### src/hdl/scm_pkg.sv
// Package for the sparse column matrix store.
// Field, request and response types, sizes, codes and the saturation helper.
// No dependencies.
package scm_pkg;

    localparam int MAX_DIM  = 16;
    localparam int COL_CAP  = 16;
    localparam int DEPTH    = MAX_DIM * COL_CAP;
    localparam int DIM_W    = $clog2(MAX_DIM);
    localparam int CNT_W    = $clog2(COL_CAP + 1);
    localparam int CIDX_W   = $clog2(MAX_DIM + 1);
    localparam int ADDR_W   = $clog2(DEPTH);

    localparam int CMD_W    = 3;
    localparam int ROW_W    = 6;
    localparam int VAL_W    = 32;
    localparam int SIZE_W   = 7;
    localparam int WIDE_W   = 64;
    localparam int QF       = 16;
    localparam int DIV_W    = VAL_W + QF;
    localparam int DIV_CW   = $clog2(DIV_W);

    localparam logic [SIZE_W-1:0] SIZE_RST = SIZE_W'(16);

    localparam logic [CMD_W-1:0] CMD_SET   = 3'd0;
    localparam logic [CMD_W-1:0] CMD_ADD   = 3'd1;
    localparam logic [CMD_W-1:0] CMD_READ  = 3'd2;
    localparam logic [CMD_W-1:0] CMD_LOAD  = 3'd3;
    localparam logic [CMD_W-1:0] CMD_MUL   = 3'd4;
    localparam logic [CMD_W-1:0] CMD_DIV   = 3'd5;
    localparam logic [CMD_W-1:0] CMD_CLEAR = 3'd6;

    localparam logic [1:0] ST_OK    = 2'd0;
    localparam logic [1:0] ST_RANGE = 2'd1;
    localparam logic [1:0] ST_FULL  = 2'd2;
    localparam logic [1:0] ST_DIVZ  = 2'd3;

    localparam logic [2:0] EK_ENTRY = 3'd0;
    localparam logic [2:0] EK_RANGE = 3'd1;
    localparam logic [2:0] EK_FULL  = 3'd2;
    localparam logic [2:0] EK_DIVZ  = 3'd3;
    localparam logic [2:0] EK_LOAD  = 3'd4;
    localparam logic [2:0] EK_DIVOK = 3'd5;
    localparam logic [2:0] EK_ZERO  = 3'd6;
    localparam logic [2:0] EK_PROD  = 3'd7;

    localparam logic [1:0] WS_UPD   = 2'd0;
    localparam logic [1:0] WS_SHIFT = 2'd1;
    localparam logic [1:0] WS_NEW   = 2'd2;
    localparam logic [1:0] WS_DIV   = 2'd3;

    localparam logic signed [VAL_W-1:0]  Q_MAX   = 32'sh7FFF_FFFF;
    localparam logic signed [VAL_W-1:0]  Q_MIN   = 32'sh8000_0000;
    localparam logic signed [WIDE_W-1:0] Q_MAX_W = 64'sh0000_0000_7FFF_FFFF;
    localparam logic signed [WIDE_W-1:0] Q_MIN_W = 64'shFFFF_FFFF_8000_0000;

    typedef struct packed {
        logic [CMD_W-1:0]        cmd;
        logic [ROW_W-1:0]        row_index;
        logic [ROW_W-1:0]        col_index;
        logic signed [VAL_W-1:0] value;
    } t_req;

    typedef struct packed {
        logic [ROW_W-1:0]        out_row;
        logic signed [VAL_W-1:0] out_value;
        logic                    last;
        logic [1:0]              status;
        logic                    structure_changed;
        logic                    values_changed;
    } t_rsp;

    typedef struct packed {
        logic              load;
        logic              mem_rd;
        logic              mem_wr;
        logic              use_req_col;
        logic [CIDX_W-1:0] col;
        logic [CNT_W-1:0]  slot;
        logic [1:0]        wr_src;
        logic              cnt_inc;
        logic              vec_wr;
        logic              acc_clr;
        logic              mul;
        logic              acc_upd;
        logic              div_start;
        logic              flags_clr;
        logic              emit;
        logic [2:0]        emit_kind;
        logic              last;
    } t_dp_cmd;

    typedef struct packed {
        logic [CMD_W-1:0]  cmd;
        logic              range_bad;
        logic              div_zero;
        logic [CNT_W-1:0]  cnt_req;
        logic [CNT_W-1:0]  cnt_walk;
        logic [CIDX_W-1:0] size;
        logic              row_lt;
        logic              row_eq;
        logic              div_done;
    } t_dp_stat;

    function automatic logic signed [VAL_W-1:0] sat_q(input logic signed [WIDE_W-1:0] x);
        logic signed [VAL_W-1:0] r;
        if (x > Q_MAX_W) begin
            r = Q_MAX;
        end else if (x < Q_MIN_W) begin
            r = Q_MIN;
        end else begin
            r = VAL_W'(x);
        end
        return r;
    endfunction

endpackage

### src/hdl/scm_ctrl.sv
// Controller state machine: sequences search, insert shift, multiply walk,
// divide walk and result emission. Depends on scm_pkg.
module scm_ctrl (
    input  logic                 i_clk,
    input  logic                 i_rst_n,
    input  logic                 i_start,
    input  scm_pkg::t_dp_stat    i_stat,
    output scm_pkg::t_dp_cmd     o_cmd,
    output logic                 o_busy
);
    import scm_pkg::*;

    localparam logic [3:0] S_IDLE     = 4'd0;
    localparam logic [3:0] S_DEC      = 4'd1;
    localparam logic [3:0] S_LOC_RD   = 4'd2;
    localparam logic [3:0] S_LOC_CHK  = 4'd3;
    localparam logic [3:0] S_UPD      = 4'd4;
    localparam logic [3:0] S_INS      = 4'd5;
    localparam logic [3:0] S_SH_RD    = 4'd6;
    localparam logic [3:0] S_SH_WR    = 4'd7;
    localparam logic [3:0] S_NEW      = 4'd8;
    localparam logic [3:0] S_MUL_RD   = 4'd9;
    localparam logic [3:0] S_MUL_MP   = 4'd10;
    localparam logic [3:0] S_MUL_AC   = 4'd11;
    localparam logic [3:0] S_PROD     = 4'd12;
    localparam logic [3:0] S_DIV_RD   = 4'd13;
    localparam logic [3:0] S_DIV_GO   = 4'd14;
    localparam logic [3:0] S_DIV_WAIT = 4'd15;

    logic [3:0]        r_state;
    logic [3:0]        n_state;
    logic [CNT_W-1:0]  r_k;
    logic [CNT_W-1:0]  n_k;
    logic [CNT_W-1:0]  r_j;
    logic [CNT_W-1:0]  n_j;
    logic [CIDX_W-1:0] r_c;
    logic [CIDX_W-1:0] n_c;
    t_dp_cmd           cmd;

    always_comb begin
        n_state = r_state;
        n_k     = r_k;
        n_j     = r_j;
        n_c     = r_c;
        cmd     = '0;
        cmd.col  = r_c;
        cmd.slot = r_k;
        cmd.last = 1'b1;

        case (r_state)
            S_IDLE: begin
                if (i_start) begin
                    cmd.load = 1'b1;
                    n_state  = S_DEC;
                end
            end
            S_DEC: begin
                n_k     = '0;
                n_c     = '0;
                n_state = S_IDLE;
                case (i_stat.cmd)
                    CMD_SET, CMD_ADD, CMD_READ: begin
                        if (i_stat.range_bad) begin
                            cmd.emit      = 1'b1;
                            cmd.emit_kind = EK_RANGE;
                        end else begin
                            n_state = S_LOC_RD;
                        end
                    end
                    CMD_LOAD: begin
                        cmd.emit = 1'b1;
                        if (i_stat.range_bad) begin
                            cmd.emit_kind = EK_RANGE;
                        end else begin
                            cmd.vec_wr    = 1'b1;
                            cmd.emit_kind = EK_LOAD;
                        end
                    end
                    CMD_MUL: begin
                        cmd.acc_clr = 1'b1;
                        n_state     = S_MUL_RD;
                    end
                    CMD_DIV: begin
                        if (i_stat.div_zero) begin
                            cmd.emit      = 1'b1;
                            cmd.emit_kind = EK_DIVZ;
                        end else begin
                            n_state = S_DIV_RD;
                        end
                    end
                    CMD_CLEAR: begin
                        cmd.flags_clr = 1'b1;
                        cmd.emit      = 1'b1;
                        cmd.emit_kind = EK_ZERO;
                    end
                    default: begin
                        cmd.emit      = 1'b1;
                        cmd.emit_kind = EK_ZERO;
                    end
                endcase
            end
            S_LOC_RD: begin
                cmd.use_req_col = 1'b1;
                if (r_k == i_stat.cnt_req) begin
                    n_state = S_INS;
                end else begin
                    cmd.mem_rd = 1'b1;
                    n_state    = S_LOC_CHK;
                end
            end
            S_LOC_CHK: begin
                if (i_stat.row_lt) begin
                    n_k     = r_k + 1'b1;
                    n_state = S_LOC_RD;
                end else if (i_stat.row_eq) begin
                    n_state = S_UPD;
                end else begin
                    n_state = S_INS;
                end
            end
            S_UPD: begin
                cmd.use_req_col = 1'b1;
                cmd.mem_wr      = 1'b1;
                cmd.wr_src      = WS_UPD;
                cmd.emit        = 1'b1;
                cmd.emit_kind   = EK_ENTRY;
                n_state         = S_IDLE;
            end
            S_INS: begin
                if (i_stat.cnt_req >= CNT_W'(COL_CAP)) begin
                    cmd.emit      = 1'b1;
                    cmd.emit_kind = EK_FULL;
                    n_state       = S_IDLE;
                end else begin
                    n_j     = i_stat.cnt_req;
                    n_state = S_SH_RD;
                end
            end
            S_SH_RD: begin
                cmd.use_req_col = 1'b1;
                if (r_j == r_k) begin
                    n_state = S_NEW;
                end else begin
                    cmd.slot   = r_j - 1'b1;
                    cmd.mem_rd = 1'b1;
                    n_state    = S_SH_WR;
                end
            end
            S_SH_WR: begin
                cmd.use_req_col = 1'b1;
                cmd.slot        = r_j;
                cmd.mem_wr      = 1'b1;
                cmd.wr_src      = WS_SHIFT;
                n_j             = r_j - 1'b1;
                n_state         = S_SH_RD;
            end
            S_NEW: begin
                cmd.use_req_col = 1'b1;
                cmd.mem_wr      = 1'b1;
                cmd.wr_src      = WS_NEW;
                cmd.cnt_inc     = 1'b1;
                cmd.emit        = 1'b1;
                cmd.emit_kind   = EK_ENTRY;
                n_state         = S_IDLE;
            end
            S_MUL_RD: begin
                if (r_c == i_stat.size) begin
                    n_c     = '0;
                    n_state = S_PROD;
                end else if (r_k == i_stat.cnt_walk) begin
                    n_c = r_c + 1'b1;
                    n_k = '0;
                end else begin
                    cmd.mem_rd = 1'b1;
                    n_state    = S_MUL_MP;
                end
            end
            S_MUL_MP: begin
                cmd.mul = 1'b1;
                n_state = S_MUL_AC;
            end
            S_MUL_AC: begin
                cmd.acc_upd = 1'b1;
                n_k         = r_k + 1'b1;
                n_state     = S_MUL_RD;
            end
            S_PROD: begin
                cmd.emit      = 1'b1;
                cmd.emit_kind = EK_PROD;
                cmd.last      = (r_c == i_stat.size - 1'b1);
                n_c           = r_c + 1'b1;
                if (cmd.last) begin
                    n_state = S_IDLE;
                end
            end
            S_DIV_RD: begin
                if (r_c == CIDX_W'(MAX_DIM)) begin
                    cmd.emit      = 1'b1;
                    cmd.emit_kind = EK_DIVOK;
                    n_state       = S_IDLE;
                end else if (r_k == i_stat.cnt_walk) begin
                    n_c = r_c + 1'b1;
                    n_k = '0;
                end else begin
                    cmd.mem_rd = 1'b1;
                    n_state    = S_DIV_GO;
                end
            end
            S_DIV_GO: begin
                cmd.div_start = 1'b1;
                n_state       = S_DIV_WAIT;
            end
            S_DIV_WAIT: begin
                if (i_stat.div_done) begin
                    cmd.mem_wr = 1'b1;
                    cmd.wr_src = WS_DIV;
                    n_k        = r_k + 1'b1;
                    n_state    = S_DIV_RD;
                end
            end
            default: n_state = S_IDLE;
        endcase
    end

    always_ff @(posedge i_clk) begin
        if (!i_rst_n) begin
            r_state <= S_IDLE;
            r_k     <= '0;
            r_j     <= '0;
            r_c     <= '0;
        end else begin
            r_state <= n_state;
            r_k     <= n_k;
            r_j     <= n_j;
            r_c     <= n_c;
        end
    end

    assign o_cmd  = cmd;
    assign o_busy = (r_state != S_IDLE);

endmodule

### config.mk
export PLATFORM = sky130hd
export DESIGN_NAME = scm_ctrl
export DESIGN_NICKNAME = d
export VERILOG_FILES = /design/src/hdl/scm_pkg.sv /design/src/hdl/scm_ctrl.sv
export SDC_FILE = /design/constraint.sdc
export NUM_CORES = 1
export LEC_CHECK = 0
export BUFFER_PORTS_ARGS = -buffer_cell sky130_fd_sc_hd__buf_4
export CAP_MARGIN = 15
export CORE_MARGIN = 4
export CORE_UTILIZATION = 54
export CTS_CLUSTER_SIZE = 14
export DETAILED_ROUTE_END_ITERATION = 16
export PLACE_DENSITY = 0.85
export SYNTH_ARGS = -nofsm -noshare
export SYNTH_HDL_FRONTEND = slang
export SYNTH_SLANG_ARGS = --single-unit
### constraint.sdc
create_clock -name i_clk -period 3.2 [get_ports i_clk]
set_clock_uncertainty 0.2 [all_clocks]
set_input_delay 0.16 -clock i_clk [delete_from_list [all_inputs] [get_ports i_clk]]
set_output_delay 0.16 -clock i_clk [all_outputs]
set_load 0.05 [all_outputs]
==> flow_metrics.tcl <==
set metrics [dict create \
    antenna_found_initial 0 \
    postPlaceCellArea_sq_um 2500 \
    hold_ws_ns -0.00281 \
    drt_wl_total_mm 6.20 \
    final_cell_mix "buf_4 (56), nand2_1 (37), nor2_1 (29)" \
    synth_edf_count 0 \
    gp_congestion 0.970 \
    clock_latency_ns 0.26 \
    cts_tree "built" \
    crit_path_end_kind "primary output" \
    min_period_over_period_pct 90.5 \
    fill_cells 343 \
    fin_nets 373 \
    grt_usage_pct 25.0 \
    setup_viol 0 \
    clock.fmax_mhz 345 \
    hold_class "in -> reg" \
    crit_required_ns 2.84 \
    maxCapViolCount 0 \
    pwr-share-seq_pct 30.7 \
    syn_inst 296 \
    p_sw_share_pct 44.9 \
    cts_setup_buffers 0 \
    yosys-top-cells-area "dfxtp_1 (18%), xor2_1 (6.8%), nand2_1 (6.7%)" \
    critPathArrivalTime_ns 2.54 \
    drive_gt1_share_pct 20.2 \
    cts-root-buf "clkbuf_8" \
    clockBufferDepth 2 \
    synthFlopType "dfxtp_1" \
    clkSlewWorstSetupHoldPaths_ns 0.09 \
    overflow 0 \
    crit_path_frequent_cell "nand3_1" \
    path_max_fanout 19 \
    cts_resized 0 \
    period_minus_slack_ns 2.90 \
    ys_ff_latch 19 \
    fin_cells 389 \
    finalSetupTns_ns 0 \
    syn_area_sq_um 2070 \
    slowest_stage "dfxtp_1" \
    synth_cell_types 60 \
    antenna_cells 0 \
    numPortBuffers 54 \
    finalHoldViolations 1 \
    report.power.total_mw 0.877 \
    drc_errors 0 \
    yosysSeqAreaShare_pct 18.4 \
    drt_iter0_drc 179 \
    p_leak_nw 1.13 \
    slew_violations 0 \
    synthArstFlopShare_pct 0 \
    comb_power_share_pct 48.2 \
    grt_pass1_vias 2279 \
    first_pass_iters 5 \
    synthToLayoutAreaGrowth_pct 23.0 \
    dp.cells 385 \
    max_stage_delay_ns 0.51 \
    row_count 22 \
    die_h_microns 69.9 \
    peakVddDrop_mv 0.232 \
    syn-num-nets 327 \
    pwr-share-clk_pct 21.1 \
    yosys_warnings 0 \
    dieArea_sq_um 4890 \
    via_per_inst 6.11 \
    setup.worst_path.class "reg -> out" \
    postCtsHoldBufs 0 \
    num_vias 2377 \
    ctsHtreeMaxLevel 1 \
    violations "negative hold slack" \
    outcome "complete, but fails checks" \
    worst_slew_pin_slew_ns 0.894 \
    ant_nets 0 \
    wl_per_cell_microns 15.9 \
    final_core_util_pct 69.1 \
    startpoint_type "flip-flop" \
    hpwlAfterDp_mm 4.79 \
    synth_top_area_share_pct 18.4 \
    rsz0062_at_grt "false" \
    power_switching_mw 0.394 \
    power_density_nw_per_um2 344 \
    io_pins 55 \
    cp_cell_sequence "nor2_1, nand2_1, nor3b_1, nand3_1, nand3_1, nand3b_1, buf_4" \
    clock-sinks 19 \
    finalInstanceArea_sq_um 2550 \
    internal_power_mw 0.483 \
    die_w_microns 69.9 \
    avgSynthCellArea_sq_um 7.00 \
    multi_input_area_sq_um 1610 \
    core_sq_um 3690 \
    finalWorstSetupSlack_ns 0.304 \
    grt_max_degree 22 \
    ff_latch_area_sq_um 380 \
    max_slew_margin_pct 39.9 \
    mostFrequentLayoutCell "buf_4" \
    synth_top_area_cell "dfxtp_1" \
    grt_pass1_wl_mm 10.3 \
    cts_made_buffers 3 \
    initial_core_util_pct 56.2 \
    dp_slack_ns 0.650 \
]
-- Yosys cell counts, types with 3 or more instances --
cell	count
nor3_1	11
dfxtp_1	19
clkbuf_1	12
nand3b_1	5
o21ai_1	3
nor2_1	29
o21ai_0	18
o211ai_1	3
a21oi_1	14
inv_1	8
a31oi_1	4
xnor2_1	6
nand3_1	10
nor4_1	3
nand2b_1	11
a21o_1	4
ha_1	5
xor2_1	16
and3_1	5
o211a_1	3
o21a_1	6
o2111ai_1	3
nor2b_1	13
and2_1	5
nand2_1	37
-- cell families after synthesis --
| group | synth area share (%) |
|---|---|
| AOI/OAI and AO/OA | 27.5 |
| xor gates and xnor gates | 9.30 |
| adders and majority gates | 3.50 |
| buffers and inverters | 4.47 |
| DFF | 18.4 |
| muxes | 0.966 |
| and+or+nand+nor | 35.9 |
-- routing by layer --
layer | global-route usage, % | up-vias | wire, microns
li1 | - | 1154 | -
met5 | 0 | - | 0
met1 | 33.1 | 1088 | 2660
met2 | 42.2 | 125 | 2920
met4 | 7.02 | 0 | 76
met3 | 3.17 | 10 | 538
-- flip-flops by register name, summed over array words and instances (netlist names) --
name     cells
r_k          5
r_state      4
r_j          5
r_c          5
-- final timing paths --
kind                            endpoint  startpoint  cells after the start  slack (ns)
worst max-delay path            o_cmd[4]  r_state[2]                      7        0.30
worst min-delay path              r_j[2]  i_stat[15]                      3      -0.003
worst max register to register    r_c[1]      r_c[1]                      8        0.67
worst min register to register    r_j[4]      r_j[4]                      2        0.38
-- power by group through the flow --
stage	Combinational (mW)	Sequential [mW]	Clock, mW
after floorplan	0.307	0.256	0
after global placement	0.412	0.272	0
after detailed placement	0.418	0.274	0
after CTS	0.419	0.267	0.188
after global routing	0.452	0.272	0.197
final	0.423	0.269	0.185
-- final cells by class --
class,instances,share of cell area [%]
clock inverters,1,0.295
inverters,9,1.33
repair buffers,56,16.5
flip-flops and latches,19,14.9
clock buffers,3,1.62
multi-input cells,253,63.0
well taps,48,2.36
-- critical path, delay by kind of cell, from the launching register on --
kind | cells | cell delay [ns]
buffers and inverters | 1 | 0.20
flip-flops | 1 | 0.51
AND/OR/NAND/NOR | 6 | 1.56
Note: power is estimated with default switching activity, not from simulation.
